File: config.mk
export PLATFORM = sky130hd
export DESIGN_NAME = pftbp_ctrl
export DESIGN_NICKNAME = d
export VERILOG_FILES = /design/src/rtl/pftbp_pkg.sv /design/src/rtl/pftbp_ctrl.sv
export SDC_FILE = /design/constraint.sdc
export NUM_CORES = 1
export LEC_CHECK = 0
export BUFFER_PORTS_ARGS = -buffer_cell sky130_fd_sc_hd__buf_2
export CAP_MARGIN = 20
export CORE_AREA = 3 3 40 42
export DETAILED_ROUTE_END_ITERATION = 6
export DIE_AREA = 0 0 43 45
export PLACE_DENSITY = 0.79
export SYNTH_ARGS = -nofsm -noshare
export SYNTH_HDL_FRONTEND = slang
export SYNTH_SLANG_ARGS = --single-unit
File: constraint.sdc
create_clock -name i_clk -period 1.9 [get_ports i_clk]
set_input_delay 0.285 -clock i_clk [delete_from_list [all_inputs] [get_ports i_clk]]
set_output_delay 0.285 -clock i_clk [all_outputs]
set_load 0.1 [all_outputs]
File: src/rtl/pftbp_pkg.sv
// Shared types, constants and codes of the per-flow token bucket policer.
`default_nettype none

package pftbp_pkg;

    localparam int SLOT_W        = 12;
    localparam int TIME_W        = 64;
    localparam int TOK_W         = 32;
    localparam int CFG_IDX_W     = 8;
    localparam int SLOTS_DEFAULT = 4096;

    localparam int NS_W = 30;
    localparam logic [NS_W-1:0]  NS_PER_SEC   = 30'd1000000000;
    localparam logic [TOK_W-1:0] NS_PER_SEC_1 = 32'd1000000000;
    localparam logic [TOK_W-1:0] NS_PER_SEC_2 = 32'd2000000000;
    localparam logic [TOK_W-1:0] NS_PER_SEC_3 = 32'd3000000000;

    localparam int DIV_STEPS = 16;
    localparam int STEP_W    = $clog2(DIV_STEPS);

    localparam logic [CFG_IDX_W-1:0] CFG_DEFAULT_RATE  = 8'd0;
    localparam logic [CFG_IDX_W-1:0] CFG_DEFAULT_BURST = 8'd1;

    typedef enum logic [3:0] {
        ST_CLEAR,
        ST_IDLE,
        ST_INDEX,
        ST_ADDR,
        ST_READ,
        ST_ELAPSED,
        ST_MUL_LO,
        ST_MUL_HI,
        ST_SUM,
        ST_CMP,
        ST_DIV,
        ST_WRITE
    } t_state;

    typedef struct packed {
        logic              valid;
        logic [TOK_W-1:0]  tokens;
        logic [TIME_W-1:0] last_time;
    } t_entry;

    typedef struct packed {
        logic clear;
        logic load;
        logic emit_pass;
        logic calc_idx;
        logic calc_addr;
        logic calc_elapsed;
        logic wr_new;
        logic mul_lo;
        logic mul_hi;
        logic sum;
        logic cmp;
        logic div_step;
        logic wr_update;
    } t_dp_cmd;

    typedef struct packed {
        logic active;
        logic slot_valid;
        logic sat;
        logic clr_last;
    } t_dp_sts;

endpackage

`default_nettype wire

File: src/rtl/pftbp_ctrl.sv
// Sequencing state machine of the policer: clearing pass, item steps, divide loop.
`default_nettype none

module pftbp_ctrl (
    input  wire logic               i_clk,
    input  wire logic               i_rst_n,
    input  wire logic               i_start,
    input  wire pftbp_pkg::t_dp_sts i_sts,
    output pftbp_pkg::t_dp_cmd      o_cmd,
    output logic                    o_busy
);
    import pftbp_pkg::*;

    t_state              r_state, n_state;
    logic [STEP_W-1:0]   r_step, n_step;

    always_ff @(posedge i_clk) begin
        if (!i_rst_n) begin
            r_state <= ST_CLEAR;
            r_step  <= '0;
        end else begin
            r_state <= n_state;
            r_step  <= n_step;
        end
    end

    always_comb begin
        n_state = r_state;
        case (r_state)
            ST_CLEAR:   if (i_sts.clr_last) n_state = ST_IDLE;
            ST_IDLE:    if (i_start && i_sts.active) n_state = ST_INDEX;
            ST_INDEX:   n_state = ST_ADDR;
            ST_ADDR:    n_state = ST_READ;
            ST_READ:    n_state = ST_ELAPSED;
            ST_ELAPSED: n_state = i_sts.slot_valid ? ST_MUL_LO : ST_IDLE;
            ST_MUL_LO:  n_state = ST_MUL_HI;
            ST_MUL_HI:  n_state = ST_SUM;
            ST_SUM:     n_state = ST_CMP;
            ST_CMP:     n_state = i_sts.sat ? ST_WRITE : ST_DIV;
            ST_DIV:     if (r_step == STEP_W'(DIV_STEPS - 1)) n_state = ST_WRITE;
            ST_WRITE:   n_state = ST_IDLE;
            default:    n_state = ST_IDLE;
        endcase
    end

    always_comb begin
        n_step = r_step;
        case (r_state)
            ST_CMP:  n_step = '0;
            ST_DIV:  n_step = r_step + 1'b1;
            default: n_step = r_step;
        endcase
    end

    always_comb begin
        o_cmd = '0;
        case (r_state)
            ST_CLEAR:   o_cmd.clear = 1'b1;
            ST_IDLE: begin
                o_cmd.load      = i_start;
                o_cmd.emit_pass = i_start && !i_sts.active;
            end
            ST_INDEX:   o_cmd.calc_idx = 1'b1;
            ST_ADDR:    o_cmd.calc_addr = 1'b1;
            ST_READ:    o_cmd = '0;
            ST_ELAPSED: begin
                o_cmd.calc_elapsed = 1'b1;
                o_cmd.wr_new       = !i_sts.slot_valid;
            end
            ST_MUL_LO:  o_cmd.mul_lo = 1'b1;
            ST_MUL_HI:  o_cmd.mul_hi = 1'b1;
            ST_SUM:     o_cmd.sum = 1'b1;
            ST_CMP:     o_cmd.cmp = 1'b1;
            ST_DIV:     o_cmd.div_step = 1'b1;
            ST_WRITE:   o_cmd.wr_update = 1'b1;
            default:    o_cmd = '0;
        endcase
    end

    assign o_busy = (r_state != ST_IDLE);

endmodule

`default_nettype wire

==> results of run 1 <==
## synth_stat cells, drive strengths merged
| cell type | count | share of area [%] |
|---|---|---|
| a41oi | 1 | 1.3 |
| nand3b | 1 | 1.2 |
| nor4b | 2 | 4.6 |
| o22ai | 1 | 0.96 |
| nor4 | 2 | 2.9 |
| dfxtp | 8 | 25 |
| ha | 1 | 1.9 |
| nor3 | 9 | 6.9 |
| o21ai | 6 | 4.6 |
| nor3b | 1 | 1.2 |
| a22o | 3 | 4.2 |
| a21o | 1 | 1.2 |
| buf | 7 | 8.1 |
| o21a | 1 | 1.2 |
| o211ai | 1 | 1.2 |
| and2 | 4 | 3.8 |
| a21oi | 8 | 6.1 |
| nand2 | 8 | 4.6 |
| a21boi | 1 | 1.2 |
| or3b | 1 | 1.3 |
| or2 | 1 | 0.96 |
| nand2b | 7 | 7.1 |
| nand3 | 2 | 1.5 |
| inv | 4 | 2.3 |
| nor2 | 4 | 2.3 |
| a211oi | 1 | 1.9 |
| nor2b | 1 | 0.96 |
## through the flow
stage	utilization (%)	power [mW]	area (um2)	std cells
finish	85.30	0.6297	1096	124
global route	85.30	0.6521	1096	124
CTS	82.57	0.6117	1061	122
detailed placement	80.82	0.4771	1039	119
global placement	80.82	0.4709	1039	119
floorplan	-	0.4011	753.2	87
## layout make-up
cell class | count | area share (%)
inverter | 4 | 1.712
multi-input combinational | 68 | 48.40
tap | 15 | 1.712
clock buffer | 3 | 2.055
timing repair buffer | 26 | 31.05
sequential | 8 | 15.07
## metal layers
metal / track usage, % / vias to the layer above / part of all wire [%]
li1: - / 355 / -
met1: 26.88 / 336 / 36
met2: 35.63 / 62 / 48
met3: 6.375 / 14 / 10
met4: 7.229 / 0 / 5.1
met5: 0 / - / 0
## registers in the layout, indices dropped and copies added (netlist names)
name,flops
r_step,4
r_state,4
## path summary, 6_finish.rpt
check	cells after the start	start	endpoint	slack (ps)
worst max-delay path	4	r_state[1]	o_cmd[10]	110
worst max register to register	4	r_state[2]	r_step[1]	470
worst min register to register	2	r_step[3]	r_step[3]	530
worst min-delay path	2	i_rst_n	r_state[3]	340
## critical path: stages, from the launching register on
cell and delay, ps:
dfxtp_2 380, nor4b_4 330, and2_4 210, nor2b_4 160, buf_12 180
## where the power goes
part | internal [mW] | switching (mW) | leakage (nW)
clock network | 0.0725 | 0.0610 | 0.0138
registers | 0.175 | 0.0169 | 0.0665
logic | 0.105 | 0.199 | 0.320
## cell families (layout without fill, tap and decap cells)
| kind of cell | after synthesis | after routing |
|---|---|---|
| buffers and inverters | 11 | 33 |
| AOI/OAI and AO/OA | 24 | 24 |
| adders and majority gates | 1 | 1 |
| and+or+nand+nor | 43 | 43 |
| DFF | 8 | 8 |
## timing repair
item	CTS	global route
resized for setup	0	7
endpoints found under the setup margin	0	7
buffers inserted	0	2
==> out/results.ini, run 1 <==
[layout]
drive_above_1_share_pct = 48.62
areaGrowthSynthToFinish_pct = 68.14
fillers = 68
nNetsFinal = 119
layout_commonest_cell = buf_12
multi_input_area_um2 = 530.5
final_cell_mix = 13 x buf_12, 8 x nand2_1, 8 x a21oi_1, 7 x buf_2, 6 x buf_4
ff_latch_area_um2 = 165.2
diodes = 0

[synth]
synth_area_um2 = 651.9
synth_fa_ha_area_share_pct = 1.919
synthCells = 87
synth-simple-area-share_pct = 39.35
synth_cell_types = 33
ys_seq_area_share_pct = 24.57
synth_top_family_by_area = simple AND/OR/NAND/NOR gates
synthMuxAreaShare_pct = 0
synth_xor_area_share_pct = 0
syn_avg_cell_area_um2 = 7.493
synth-seq-cells = 8
synth-compound-area-share_pct = 23.80
yosysWarnings = 0
syn-num-nets = 95

[timing]
hold_viol = 0
finalSetupViolCount = 0
fmax_mhz = 557.3
tns_ps = 0
holdWs_ps = 338.0
slew_viol_final = 0
max_slew_margin_pct = 67.58
max_slew.worst_pin.slew_ps = 489.6
rsz0062_at_grt = no
fin_crit_sh_pct = 94.43
period_minus_slack_ps = 1794
fin_skew_ps = 1.114
timing.final.ws_setup_ps = 105.8

[die]
core_area_mm2 = 0.001285
die_w_um = 43
row_count = 13
initial_core_util_pct = 50.73
dieArea_mm2 = 0.001935
io_pins = 21
die_y_um = 45

[grt]
grt_pass1_wl_mm = 3.160
grtUsageTotal_pct = 21.52
grt.overflow.total = 0
grt_max_degree = 16
grt_antenna_before_repair = 0
grt_pass1_vias = 701

[clock_tree]
hold_buffers = 0
cts_root_buffer = clkbuf_4
cts_buffers = 3
clkLatencyLatePin_ps = 260
cts.clk_slew.worst_paths_ps = 60
clock_path_buffers = 2
h-tree-depth = 1
cts.sinks = 8
cts_tree = built

[routing]
totalWireLength_mm = 2.229
vias = 767
drc = 0
detail_route.wl_per_cell_um = 17.98
viasPerCell = 6.185
drt_iter0_drc = 41
first_pass_iters = 5
ant_nets = 0

[critical_path]
cp-end-kind = output port
crit_type = register to output port
worstPathRequired_ps = 1620
start_kind = register
cp_max_fo = 7
crit_arrival_ps = 1510

[place]
port_buffers = 20
dp_slack_ps = 239.4
hpwlAfterDp_mm = 1.389
routabilityCongestion = 0.8650

[power_and_ir_drop]
power_density_mw_per_mm2 = 574.6
irDropWorstVdd_uv = 334.2
p_leak_nw = 0.4000

[job]
max_cap_violations = 0

[hold_path]
min_path_type = input port to register

[status]
outcome = completed

Power figures use the tool's default switching activity.
==> run 2, diff against run 1 <==
--- a/config.mk
+++ b/config.mk
@@ -5,8 +5,8 @@
 export SDC_FILE = /design/constraint.sdc
 export NUM_CORES = 1
 export LEC_CHECK = 0
-export BUFFER_PORTS_ARGS = -buffer_cell sky130_fd_sc_hd__buf_2
-export CAP_MARGIN = 20
+export BUFFER_PORTS_ARGS = -buffer_cell sky130_fd_sc_hd__buf_4
+export CAP_MARGIN = 5
 export CORE_AREA = 3 3 40 42
 export DETAILED_ROUTE_END_ITERATION = 6
 export DIE_AREA = 0 0 43 45
==> run 2 against run 1 <==
Core utilization decreased by 10 points. Sequential share of layout area increased by 2.0 points. Worst setup slack got worse by 14 ps. Register-to-register slack hardly changed. Design area shrank 12%.
==> out/results.ini, run 2 (synthesis gave the netlist of run 1 again) <==
[power_and_ir_drop]
irDropWorstVdd_uv = 414.0
p_leak_nw = 0.3757
power_density_mw_per_mm2 = 626.7

[die]
dieArea_mm2 = 0.001935
die_y_um = 45
die_w_um = 43
io_pins = 21
initial_core_util_pct = 50.73
row_count = 13
core_area_mm2 = 0.001285

[layout]
final_cell_mix = 24 x buf_4, 8 x nand2_1, 8 x a21oi_1, 5 x nand2b_1, 5 x dfxtp_1
nNetsFinal = 119
diodes = 0
areaGrowthSynthToFinish_pct = 47.60
utilization_pct = 74.88
finalInstanceArea_um2 = 962.2
drive_above_1_share_pct = 46.79
fin_cells = 124
layout_commonest_cell = buf_4
top_regs = r_state x4, r_step x4

[critical_path]
cp_max_fo = 12
cp-end-kind = output port
crit_type = register to output port
r2r_start = r_state[1]
crit_arrival_ps = 1520
rrSetupSlack_ps = 460
critPathLaunch = r_state[2]
start_kind = register
worstPathRequired_ps = 1620

[place]
hpwlAfterDp_mm = 1.314
placed_area_um2 = 900.9
port_buffers = 20
placedCellCount = 120
routabilityCongestion = 0.7347

[grt]
grt_pass1_vias = 655
grt_pass1_wl_mm = 2.946
grt_antenna_before_repair = 0
use_met1_pct = 24.51
busiest_layer = met2
grt_max_degree = 19
met3_usage_pct = 2.789
use_met2_pct = 35.63
grt.overflow.total = 0
grtUsageTotal_pct = 19.95

[routing]
detail_route.wl_per_cell_um = 14.49
first_pass_iters = 4
vias = 697
drc = 0
viasPerCell = 5.621
drt_iter0_drc = 19
ant_nets = 0
totalWireLength_mm = 1.797

[status]
outcome = completed

[timing]
fin_crit_sh_pct = 95.17
fin_skew_ps = 6.421
tns_ps = 0
max_slew_margin_pct = 81.36
fmax_mhz = 553.0
holdWs_ps = 306.0
hold_viol = 0
finalSetupViolCount = 0
slew_viol_final = 0
max_slew.worst_pin.slew_ps = 281.9
period_minus_slack_ps = 1808

[clock_tree]
clock_path_buffers = 2
cts.clk_slew.worst_paths_ps = 60
cts_buffers = 3
cts_tree = built
cts.sinks = 8
h-tree-depth = 1
clkLatencyLatePin_ps = 260
cts_root_buffer = clkbuf_4

[hold_path]
min_path_type = input port to register
hp-start = i_rst_n

[job]
max_cap_violations = 0

-- run 2: changes by cell type in the layout (fill, tap and decap cells not counted), sizes merged --
cell	delta
clkinvlp	-1
inv	+1
-- run 2: cell type report --
cell class | count | area (um2)
flip-flops and latches | 8 | 163.9
repair buffers | 26 | 211.5
fillers | 104 | 322.8
well taps | 15 | 18.77
multi-input cells | 68 | 530.5
clock buffers | 3 | 22.52
inverters | 4 | 15.01
-- run 2: path summary, 6_finish.rpt --
kind | to | cells past startpoint
max | o_cmd[10] | 4
min | r_state[3] | 2
max reg2reg | r_state[0] | 5
min reg2reg | r_step[3] | 2
-- run 2: timing repair --
action                                  4_1_cts  5_1_grt
buffers inserted                              0        1
endpoints found under the setup margin        2        6
resized for setup                             5        4
pin swaps                                     0        1
hold buffers                                  0        0
-- run 2: stage by stage --
step / total power [mW] / worst slack [ps]
after global routing: 0.6284 / -1.984
final: 0.6029 / 91.73
after CTS: 0.5959 / 38.91
after global placement: 0.4487 / 265.3
after detailed placement: 0.4546 / 209.6
after floorplan: 0.4011 / -268.7
-- run 2: critical path: stages, from the launching register on --
cell and delay [ps]:
dfxtp_2 390, nor4b_4 340, and2_4 190, nor2b_4 150
buf_12 180
-- run 2: report_power, final --
group	internal (mW)	switching, mW	total [mW]
Combinational	0.0854	0.191	0.277
Clock	0.0728	0.0657	0.139
Sequential	0.175	0.0133	0.188
-- run 2: layer usage --
layer	vias to the layer above	routed length [um]
li1	355	-
met1	317	798
met2	21	888
met3	4	80
met4	0	29
met5	-	0
